$ cat src/design/tsps_pkg.sv
// Shared types and constants for the song position sequencer.
// Used by the channel interfaces, the next-position logic and the top level.
package tsps_pkg;

    // Row count limit of a pattern, and order table size limit.
    localparam logic [8:0] MAX_ROWS      = 9'd256;
    localparam logic [8:0] MAX_ORDER_LEN = 9'd256;

    // Command codes carried in the command field of a request.
    localparam logic [2:0] CMD_START   = 3'd0;
    localparam logic [2:0] CMD_BREAK   = 3'd1;
    localparam logic [2:0] CMD_LOOP    = 3'd2;
    localparam logic [2:0] CMD_ADVANCE = 3'd3;
    localparam logic [2:0] CMD_PEEK    = 3'd4;

    // Configuration register indexes.
    localparam logic [1:0] CFG_ORDER_LENGTH     = 2'd0;
    localparam logic [1:0] CFG_RESTART_POSITION = 2'd1;
    localparam logic [1:0] CFG_HOLD_PATTERN     = 2'd2;

    localparam int unsigned CFG_IDX_W  = 2;
    localparam int unsigned CFG_DATA_W = 9;

    // Break parameter decoding: high nibble is tens, low nibble is units.
    localparam logic [3:0] NIBBLE_MASK = 4'hF;
    localparam logic [7:0] BCD_TENS    = 8'd10;

    typedef struct packed {
        logic [2:0] command;
        logic [7:0] param;
        logic [8:0] pattern_length;
        logic [7:0] start_row;
        logic [7:0] start_position;
        logic       repeat_song;
    } t_req;

    typedef struct packed {
        logic [7:0] next_row;
        logic [7:0] next_position;
        logic       song_finished;
        logic       pattern_changed;
    } t_rsp;

    // Playback state of the sequencer.
    typedef struct packed {
        logic [7:0] current_row;
        logic [7:0] current_position;
        logic [7:0] loop_start_row;
        logic [3:0] loop_remaining;
        logic       loop_jump_pending;
        logic       break_pending;
        logic [7:0] break_target_row;
        logic       song_repeat;
        logic       is_playing;
    } t_seq_state;

    // Configuration seen by the next-position logic.
    typedef struct packed {
        logic [8:0] order_length;
        logic [7:0] restart_position;
        logic       hold_pattern;
    } t_seq_cfg;

    // Outcome of the next-position computation.
    typedef struct packed {
        logic [7:0] row;
        logic [7:0] position;
        logic       finished;
        logic       took_break;
    } t_next;

endpackage

$ cat src/design/tsps_req_if.sv
// Request channel of the song position sequencer: valid, ready and payload.
// Depends on tsps_pkg for the payload type.
interface tsps_req_if;
    logic          valid;
    logic          ready;
    tsps_pkg::t_req payload;

    modport source (output valid, output payload, input ready);
    modport sink   (input valid, input payload, output ready);
endinterface

$ cat src/design/tsps_rsp_if.sv
// Response channel of the song position sequencer: valid, ready and payload.
// Depends on tsps_pkg for the payload type.
interface tsps_rsp_if;
    logic          valid;
    logic          ready;
    tsps_pkg::t_rsp payload;

    modport source (output valid, output payload, input ready);
    modport sink   (input valid, input payload, output ready);
endinterface

$ cat src/design/tsps_next.sv
// Next row and order position logic of the song position sequencer.
// Depends on tsps_pkg for the state, configuration and result types.
module tsps_next (
    input  tsps_pkg::t_seq_state i_state,
    input  tsps_pkg::t_seq_cfg   i_cfg,
    input  logic [8:0]           i_pattern_length,
    output tsps_pkg::t_next      o_next
);
    import tsps_pkg::*;

    logic [8:0] plen;
    logic [8:0] olen;
    logic [8:0] pos_inc;
    logic [8:0] row_inc;
    logic       wrapped;
    logic [7:0] follow_pos;
    logic       at_end;

    assign plen       = (i_pattern_length > MAX_ROWS) ? MAX_ROWS : i_pattern_length;
    assign olen       = (i_cfg.order_length > MAX_ORDER_LEN) ? MAX_ORDER_LEN
                                                             : i_cfg.order_length;
    assign pos_inc    = {1'b0, i_state.current_position} + 9'd1;
    assign row_inc    = {1'b0, i_state.current_row} + 9'd1;
    assign wrapped    = !(pos_inc < olen);
    assign follow_pos = wrapped ? i_cfg.restart_position : pos_inc[7:0];
    assign at_end     = (row_inc >= plen);

    always_comb begin
        o_next.row        = i_state.current_row;
        o_next.position   = i_state.current_position;
        o_next.finished   = 1'b0;
        o_next.took_break = 1'b0;
        if (i_state.loop_jump_pending) begin
            o_next.row = i_state.loop_start_row;
        end else if (i_state.break_pending) begin
            o_next.row        = i_state.break_target_row;
            o_next.position   = follow_pos;
            o_next.took_break = 1'b1;
        end else if (at_end) begin
            if (!i_cfg.hold_pattern && wrapped && !i_state.song_repeat) begin
                // Song is over: row and position stay where they are.
                o_next.finished = 1'b1;
            end else begin
                if (!i_cfg.hold_pattern) begin
                    o_next.position = follow_pos;
                end
                o_next.row = 8'd0;
            end
        end else begin
            o_next.row = row_inc[7:0];
        end
    end
endmodule

$ cat src/design/tracker_song_position_sequencer.sv
// Top level of the tracker song position sequencer.
// Depends on tsps_pkg, the tsps_req_if and tsps_rsp_if channels and tsps_next.

// The sequencer keeps the playing row and order position of a module song and
// answers each request with exactly one response. A request is taken at the
// rising edge where i_req.valid and i_req.ready are both high; the playback
// state is updated at that same edge and the response appears in the output
// register on the following cycle, so while i_req.ready stays high the block
// takes one request per cycle. The only stored elements in the path
// are the configuration, state and response registers; the next-position logic
// between them is a couple of 9-bit increments and compares plus a priority
// select. i_req.ready stays high while the response register is empty or is
// being drained in the same cycle, so a held response stalls new requests only
// when the downstream side is not ready. Start requests place playback at a
// row and position; break and loop requests record per-row effects; an advance
// request commits the next row and position and clears the per-row flags; a
// peek request returns the same answer without changing anything. While
// playback is stopped, advance and peek report the current row and position
// with the finished flag set. Configuration writes through i_cfg_we take
// effect at the write edge and are meant to happen while the block is idle.
module tracker_song_position_sequencer (
    input  logic                         i_clk,
    input  logic                         i_rst_n,
    input  logic                         i_cfg_we,
    input  logic [tsps_pkg::CFG_IDX_W-1:0]  i_cfg_idx,
    input  logic [tsps_pkg::CFG_DATA_W-1:0] i_cfg_data,
    tsps_req_if.sink                     i_req,
    tsps_rsp_if.source                   o_rsp
);
    import tsps_pkg::*;

    // Configuration registers.
    t_seq_cfg   r_cfg;

    // Playback state and its next value.
    t_seq_state r_state;
    t_seq_state n_state;

    // Response register.
    logic       r_rsp_valid;
    t_rsp       r_rsp;
    t_rsp       n_rsp;

    t_next      nxt;
    logic       accept;
    logic [3:0] loop_nib;
    logic [3:0] loop_dec;
    logic [3:0] brk_hi;
    logic [3:0] brk_lo;
    logic [7:0] brk_row;

    // The response register is free when empty or when it drains this cycle.
    assign i_req.ready   = !r_rsp_valid || o_rsp.ready;
    assign accept        = i_req.valid && i_req.ready;
    assign o_rsp.valid   = r_rsp_valid;
    assign o_rsp.payload = r_rsp;

    tsps_next u_next (
        .i_state          (r_state),
        .i_cfg            (r_cfg),
        .i_pattern_length (i_req.payload.pattern_length),
        .o_next           (nxt)
    );

    // Break row is taken as tens in the high nibble and units in the low one,
    // wrapped to eight bits.
    assign brk_hi  = i_req.payload.param[7:4];
    assign brk_lo  = i_req.payload.param[3:0] & NIBBLE_MASK;
    assign brk_row = ({4'd0, brk_hi} * BCD_TENS) + {4'd0, brk_lo};

    assign loop_nib = i_req.payload.param[3:0] & NIBBLE_MASK;
    assign loop_dec = r_state.loop_remaining - 4'd1;

    always_comb begin
        n_state = r_state;
        n_rsp   = '0;
        case (i_req.payload.command)
            CMD_START: begin
                n_state.current_row       = i_req.payload.start_row;
                n_state.current_position  = i_req.payload.start_position;
                n_state.song_repeat       = i_req.payload.repeat_song;
                n_state.loop_start_row    = 8'd0;
                n_state.loop_remaining    = 4'd0;
                n_state.loop_jump_pending = 1'b0;
                n_state.break_pending     = 1'b0;
                n_state.break_target_row  = 8'd0;
                n_state.is_playing        = 1'b1;
            end
            CMD_BREAK: begin
                n_state.break_target_row = brk_row;
                n_state.break_pending    = 1'b1;
            end
            CMD_LOOP: begin
                if (loop_nib == 4'd0) begin
                    // A zero count marks the current row as the loop start.
                    n_state.loop_start_row = r_state.current_row;
                end else if (r_state.loop_remaining != 4'd0) begin
                    n_state.loop_remaining = loop_dec;
                    if (loop_dec == 4'd0) begin
                        n_state.loop_start_row = 8'd0;
                    end else begin
                        n_state.loop_jump_pending = 1'b1;
                    end
                end else begin
                    n_state.loop_remaining    = loop_nib;
                    n_state.loop_jump_pending = 1'b1;
                end
            end
            CMD_ADVANCE: begin
                if (r_state.is_playing) begin
                    n_state.current_row       = nxt.row;
                    n_state.current_position  = nxt.position;
                    n_state.loop_jump_pending = 1'b0;
                    n_state.break_pending     = 1'b0;
                    if (nxt.finished) begin
                        n_state.is_playing = 1'b0;
                    end
                end
            end
            default: begin
            end
        endcase

        // Response: advance and peek report the computed next position while playing;
        // everything else reports the position after its own update.
        if (i_req.payload.command inside {CMD_ADVANCE, CMD_PEEK}) begin
            if (r_state.is_playing) begin
                n_rsp.next_row        = nxt.row;
                n_rsp.next_position   = nxt.position;
                n_rsp.song_finished   = nxt.finished;
                n_rsp.pattern_changed = nxt.took_break || (nxt.row == 8'd0);
            end else begin
                n_rsp.next_row        = r_state.current_row;
                n_rsp.next_position   = r_state.current_position;
                n_rsp.song_finished   = 1'b1;
                n_rsp.pattern_changed = 1'b0;
            end
        end else begin
            n_rsp.next_row      = n_state.current_row;
            n_rsp.next_position = n_state.current_position;
        end
    end

    // Control state: configuration, playback state and response valid.
    always_ff @(posedge i_clk) begin
        if (!i_rst_n) begin
            r_cfg.order_length        <= 9'd1;
            r_cfg.restart_position    <= 8'd0;
            r_cfg.hold_pattern        <= 1'b0;
            r_state.current_row       <= 8'd0;
            r_state.current_position  <= 8'd0;
            r_state.loop_start_row    <= 8'd0;
            r_state.loop_remaining    <= 4'd0;
            r_state.loop_jump_pending <= 1'b0;
            r_state.break_pending     <= 1'b0;
            r_state.break_target_row  <= 8'd0;
            r_state.song_repeat       <= 1'b1;
            r_state.is_playing        <= 1'b0;
            r_rsp_valid               <= 1'b0;
        end else begin
            if (i_cfg_we) begin
                case (i_cfg_idx)
                    CFG_ORDER_LENGTH:     r_cfg.order_length     <= i_cfg_data;
                    CFG_RESTART_POSITION: r_cfg.restart_position <= i_cfg_data[7:0];
                    CFG_HOLD_PATTERN:     r_cfg.hold_pattern     <= i_cfg_data[0];
                    default: begin
                    end
                endcase
            end
            if (accept) begin
                r_state     <= n_state;
                r_rsp_valid <= 1'b1;
            end else if (o_rsp.ready) begin
                r_rsp_valid <= 1'b0;
            end
        end
    end

    // Response payload needs no reset.
    always_ff @(posedge i_clk) begin
        if (accept) begin
            r_rsp <= n_rsp;
        end
    end
endmodule

$ cat src/flat_wrapper.sv
// flat-port wrapper written by rule: the top's interface ports become plain ports
module tracker_song_position_sequencer_flat import tsps_pkg::*;
  (i_clk, i_rst_n, i_cfg_we, i_cfg_idx, i_cfg_data, i_req_valid, i_req_payload, i_req_ready, o_rsp_valid, o_rsp_payload, o_rsp_ready);
  tsps_req_if i_req_i ();
  tsps_rsp_if o_rsp_i ();
  input  logic i_clk;
  input  logic i_rst_n;
  input  logic i_cfg_we;
  input  logic [tsps_pkg::CFG_IDX_W-1:0] i_cfg_idx;
  input  logic [tsps_pkg::CFG_DATA_W-1:0] i_cfg_data;
  input wire logic [$bits(i_req_i.valid)-1:0] i_req_valid;
  input wire logic [$bits(i_req_i.payload)-1:0] i_req_payload;
  output wire logic [$bits(i_req_i.ready)-1:0] i_req_ready;
  output wire logic [$bits(o_rsp_i.valid)-1:0] o_rsp_valid;
  output wire logic [$bits(o_rsp_i.payload)-1:0] o_rsp_payload;
  input wire logic [$bits(o_rsp_i.ready)-1:0] o_rsp_ready;
  assign i_req_i.valid = i_req_valid;
  assign i_req_i.payload = i_req_payload;
  assign i_req_ready = i_req_i.ready;
  assign o_rsp_valid = o_rsp_i.valid;
  assign o_rsp_payload = o_rsp_i.payload;
  assign o_rsp_i.ready = o_rsp_ready;
  tracker_song_position_sequencer u_core (.i_clk(i_clk), .i_rst_n(i_rst_n), .i_cfg_we(i_cfg_we), .i_cfg_idx(i_cfg_idx), .i_cfg_data(i_cfg_data), .i_req(i_req_i), .o_rsp(o_rsp_i));
endmodule
$ cat config.mk
export PLATFORM = sky130hd
export DESIGN_NAME = tracker_song_position_sequencer_flat
export DESIGN_NICKNAME = d
export VERILOG_FILES = /design/src/design/tsps_pkg.sv /design/src/design/tsps_req_if.sv /design/src/design/tsps_rsp_if.sv /design/src/design/tsps_next.sv /design/src/design/tracker_song_position_sequencer.sv /design/src/flat_wrapper.sv
export SDC_FILE = /design/constraint.sdc
export NUM_CORES = 1
export LEC_CHECK = 0
export BUFFER_PORTS_ARGS = -buffer_cell sky130_fd_sc_hd__buf_4
export CAP_MARGIN = 10
export CORE_ASPECT_RATIO = 0.9
export CORE_MARGIN = 2
export CORE_UTILIZATION = 60
export CTS_CLUSTER_DIAMETER = 30
export DETAILED_ROUTE_END_ITERATION = 10
export PLACE_DENSITY = 0.87
export SYNTH_ARGS = -nofsm -noshare
export SYNTH_HDL_FRONTEND = slang
export SYNTH_SLANG_ARGS = --single-unit
$ cat constraint.sdc
create_clock -name i_clk -period 7.78 [get_ports i_clk]
set_input_delay 1.556 -clock i_clk [delete_from_list [all_inputs] [get_ports i_clk]]
set_output_delay 1.556 -clock i_clk [all_outputs]
set_load 0.01 [all_outputs]
# Word-level counts from Yosys, hierarchy flattened
# Index checks and enable logic that the tools add are counted.
[word_totals]
register_bits = 77
input_bits = 53
word_cells = 103
[op_classes]
add_sub_neg = 4
n_mul = 1
magnitude_cmp = 4
n_eq_ne = 11
n_mux = 33
n_reduce_logical = 33
[ops]
columns = ["cell", "n"]
rows = [
  ["$mux 16", 4],
  ["$mux 8", 7],
  ["$pmux 16 s2", 1],
  ["$mux 9", 3],
  ["$pmux 12 s2", 1],
  ["$add 8x1->9 const B", 2],
  ["$gt 9x9->1 const B", 2],
  ["$mux 18", 1],
  ["$pmux 8 s2", 1],
  ["$reduce_and 2->1", 7],
  ["$mux 10", 1],
  ["$mux 5", 2],
  ["$reduce_bool 2->1", 5],
  ["$ge 9x9->1", 1],
  ["$lt 9x9->1", 1],
  ["$add 8x4->8", 1],
  ["$logic_not 4->1", 2],
  ["$logic_not 8->1", 1],
  ["$mux 1", 8],
  ["$mul 4x3->7 const B", 1],
  ["$eq 3x2->1 const B", 2],
  ["$ne 3x1->1 const B", 2],
  ["$pmux 1 s3", 2],
  ["$reduce_and 3->1", 2],
  ["other kinds (19)", 26],
]

# Logic depth before layout (Yosys ltp)
[logic_depth]
ltp_word = 14
mapped_depth = 14

# By module
# Synthesis repeated with hierarchy kept, for this count alone.
[hier_totals]
hier_cells = 635
hier_area_um2 = 5532.8
[modules_own_cells]
columns = ["module", "instances", "cells_each", "area_each_um2", "seq_area_each_um2"]
rows = [
  ["tracker_song_position_sequencer", 1, 447, 4177.8, 1721.7],
  ["tsps_next", 1, 188, 1355.0, 0.0],
]

# Worst setup path after synthesis
# No wires, ideal clock.
[synth_timing]
path_kind = "input -> register"
startpoint = "input port i_req_payload[25]"
endpoint = "register u_core.r_rsp, in the netlist u_core.o_rsp.payload[6], data pin"
setup_ps = 268
t_arrival_ps = 3520
required_time_ps = 7512
path_slack_ps = 3992
cell_stages = 10
path_cell_list = "clkinv_1 ha_1 a21oi_1 o21ai_0 a211oi_2 a211oi_2 o211a_1 buf_6 nor2_4 a221oi_2"
[synth_lines]
columns = ["element", "line", "text"]
rows = [
  ["start: declaration", "flat_wrapper.sv:12", "input wire logic [$bits(i_req_i.payload)-1:0] i_req_payload;"],
  ["end signal: assignment", "tracker_song_position_sequencer.sv:182", "r_rsp <= n_rsp;"],
  ["end: declaration", "tracker_song_position_sequencer.sv:41", "t_rsp r_rsp;"],
]

# Worst setup path in the final report
[layout_timing]
startpoint = "input port i_req_payload[25]"
endpoint = "register u_core.r_state[30] (netlist name)"
[layout_via]
elab_chain_cells = 8
[layout_lines]
columns = ["element", "line", "text"]
rows = [
  ["$gt 9x9->1", "tsps_next.sv:19", "assign plen = (i_pattern_length > MAX_ROWS) ? MAX_ROWS : i_pattern_length;"],
  ["$mux 9 *", "tsps_next.sv:19", ""],
  ["$ge 9x9->1 *", "tsps_next.sv:26", "assign at_end = (row_inc >= plen);"],
  ["$mux 9 *", "tsps_next.sv:39", "end else if (at_end) begin"],
  ["$mux 16 *", "tsps_next.sv:35", "end else if (i_state.break_pending) begin"],
  ["$mux 10 *", "tsps_next.sv:33", "if (i_state.loop_jump_pending) begin"],
  ["$mux 16 *", "tracker_song_position_sequencer.sv:110", "if (r_state.is_playing) begin"],
  ["$pmux 16 s2 *", "tracker_song_position_sequencer.sv:77", "case (i_req.payload.command)"],
  ["end signal: assignment", "tracker_song_position_sequencer.sv:171", "r_state <= n_state;"],
  ["end: declaration", "tracker_song_position_sequencer.sv:36", "t_seq_state r_state;"],
]
# Mark *: on every way between the ends. The rest lies on a longest branch, timed or not.
# A chain may end at the register's enable or synchronous reset.

==> impl_metrics.json <==
{
  "status": "complete, no violations",
  "drt-total-wl_um": 15090,
  "die_area_um2": 9311,
  "final_util_pct": 72.47,
  "post-route-period-util_pct": 54.88,
  "hold_slack_ns": 0.4670,
  "cts_buffers": 9,
  "netlist_top_cells_count": "nor2_1, dfxtp_1, nand2_1",
  "critPathArrivalTime_ns": 4.52,
  "path_class": "primary input to register",
  "synth_most_common_cell": "nor2_1",
  "gr-usage-met3_pct": 7.851,
  "cts_tree": "yes",
  "cap_viol_max_count": 0,
  "crit_required_ns": 8.03,
  "fin_area_um2": 5931,
  "layout-drive-gt1-share_pct": 15.88,
  "nFillCells": 621,
  "cp-end-kind": "register",
  "max_slew_margin_pct": 29.38,
  "setup_viol": 0,
  "antenna_found_initial": 0,
  "final_nets": 758,
  "setup_ws_ns": 3.511,
  "postCtsSetupBuffers": 0,
  "grt-ovfl-total": 0,
  "met1_usage_pct": 48.33,
  "rsz0062_at_grt": "false",
  "switching_share_pct": 30.95,
  "max_freq_mhz": 234.2,
  "fin_crit_ns": 4.269,
  "hold_path_depth": 2,
  "r2r_slack_ns": 3.52,
  "p_leak_nw": 2.307,
  "htreeDepth": 3,
  "grt.busiest_layer": "met2",
  "preCtsSetupSlack_ns": 3.163,
  "ys_async_sr_fraction_pct": 0,
  "worst_pin_slew_ns": 1.054,
  "synth_ff_type": "dfxtp_1",
  "clock_sinks": 77,
  "fp.dieW_um": 101.5,
  "synth_edf_count": 18,
  "drc_errors": 0,
  "finalPower_uw": 937.6,
  "setup_tns_ns": 0,
  "avgSynthCellArea_um2": 8.278,
  "yosysUniqueCellTypes": 67,
  "yosys.area.top_type": "dfxtp_1",
  "peakVddDrop_uv": 109.1,
  "wl_per_cell_um": 18.98,
  "grt_pass1_vias": 4967,
  "synth_area_leaders": "dfxtp_1, edfxtp_1, ha_1, nor2_1, mux2i_1",
  "synth_cells": 620,
  "vias_per_cell": 6.470,
  "path_clk_slew_ns": 0.09,
  "placed_cell_area_um2": 5724,
  "pwr-share-seq_pct": 46.7,
  "drtPass1Iterations": 6,
  "fp-row-count": 31,
  "dp.cells": 779,
  "grt_pass1_wl_um": 24500,
  "place_congestion": 0.9704,
  "clkLatencyLatePin_ns": 0.36,
  "rr_startpoint": "u_core.r_state[32]",
  "r2r_cells": 13,
  "track_usage_pct": 33.44,
  "syn-cell-area_um2": 5132,
  "reg2reg_to": "u_core.r_state[30]",
  "ys_warn_count": 0,
  "dpl.hpwl_um": 11420,
  "power_density_nw_per_um2": 158.1,
  "stdcell_count": 795,
  "hp-class": "register to register",
  "numPortBuffers": 72,
  "yosysSeqAreaShare_pct": 33.54,
  "root_buffer": "clkbuf_8",
  "dr.first_iter.drc_count": 540,
  "cts_resized": 0,
  "die_h_um": 91.74,
  "grt_max_degree": 46,
  "ant_nets": 0,
  "num_io_pins": 73,
  "hold_viol_final": 0,
  "synth_seq_cells": 77,
  "antenna_cells": 0,
  "p_switching_uw": 290.2,
  "syn_nets": 703,
  "clock_skew_ns": 0.008766,
  "met2_usage_pct": 48.57,
  "crit_fanout": 13,
  "core_um2": 8184,
  "whs_endpoint": "u_core.r_state[17]",
  "start_util_pct": 62.71,
  "cp-start-kind": "primary input",
  "clock_path_buffers": 2,
  "final_max_slew_viol_count": 0,
  "syn_to_final_growth_pct": 15.55,
  "synth_top_area_share_pct": 23.01,
  "p_int_uw": 647.4,
  "comb_power_share_pct": 19.7,
  "hp-start": "u_core.r_state[17]",
  "clockPowerShare_pct": 33.7,
  "ctsHoldBuffers": 0,
  "routed-via-count": 5144
}
-- power by group through the flow --
stage | clock [mW] | combinational, mW | sequential (mW)
finish | 0.316 | 0.184 | 0.438
global route | 0.335 | 0.200 | 0.439
CTS | 0.317 | 0.181 | 0.437
detailed placement | 0 | 0.180 | 0.446
global placement | 0 | 0.175 | 0.446
floorplan | 0 | 0.112 | 0.443
-- cell usage in the layout (no fill, tap or decap), types with 7 or more instances in the layout --
master	count
a22oi_1	24
o21ai_0	19
edfxtp_1	18
nand2b_1	19
clkbuf_8	9
a21oi_1	45
o22ai_1	13
nand2_1	54
a31oi_1	9
xnor2_1	13
dfxtp_1	59
nand3_1	21
mux2i_1	25
nor2_1	76
inv_1	26
o21a_1	7
buf_4	75
nor3_1	19
ha_1	28
-- registers in the layout (all words and copies together) (netlist names) --
| name | cells |
|---|---|
| u_core.r_state | 40 |
| u_core.o_rsp.valid | 1 |
| u_core.r_cfg | 18 |
| u_core.o_rsp.payload | 18 |
-- metal layers --
| layer | wire, um | up-vias |
|---|---|---|
| li1 | - | 2409 |
| met1 | 6478 | 2344 |
| met2 | 6416 | 348 |
| met3 | 1820 | 43 |
| met4 | 372 | 0 |
| met5 | 0 | - |
-- how the worst max path moves through the flow --
stage                  startpoint                 endpoint  slack (ns)  cells after the start
2_1_floorplan   i_req_payload[25]  u_core.o_rsp.payload[6]        3.99                     10
3_3_place_gp    i_req_payload[25]       u_core.r_state[30]        3.33                     10
3_5_place_dp    i_req_payload[25]       u_core.r_state[30]        3.16                     11
4_1_cts         i_req_payload[25]       u_core.r_state[30]        3.55                     11
5_1_grt        u_core.r_state[32]       u_core.r_state[28]        3.33                     13
6_report        i_req_payload[25]       u_core.r_state[30]        3.51                     11
-- cells by family after synthesis --
kind of cell	synth area share [%]
adders and majority gates	7.606
and+or+nand+nor	20.53
AOI/OAI and AO/OA	25.45
muxes	5.314
xor gates and xnor gates	2.901
buffers and inverters	4.656
DFF	33.54
-- area by class of cell --
type | count | area, um^2 | area share (%)
Clock buffer | 10 | 148.9 | 2.511
Clock inverter | 6 | 57.56 | 0.9705
Inverter | 30 | 112.6 | 1.899
Multi-Input combinational cell | 482 | 3183 | 53.67
Sequential cell | 77 | 1722 | 29.03
Tap cell | 115 | 143.9 | 2.426
Timing Repair Buffer | 75 | 563.0 | 9.494
-- worst max-delay path, cell delays in order --
cell      delay [ns]
buf_4           0.09
clkinv_1        0.18
nand2_1         0.14
ha_1            0.26
a21oi_1         0.22
o21ai_0         0.16
a211oi_2        0.64
a211oi_2        0.15
o21ai_1         0.70
nor3_1          0.13
a311o_1         0.29
(Power assumes the default switching activity.)
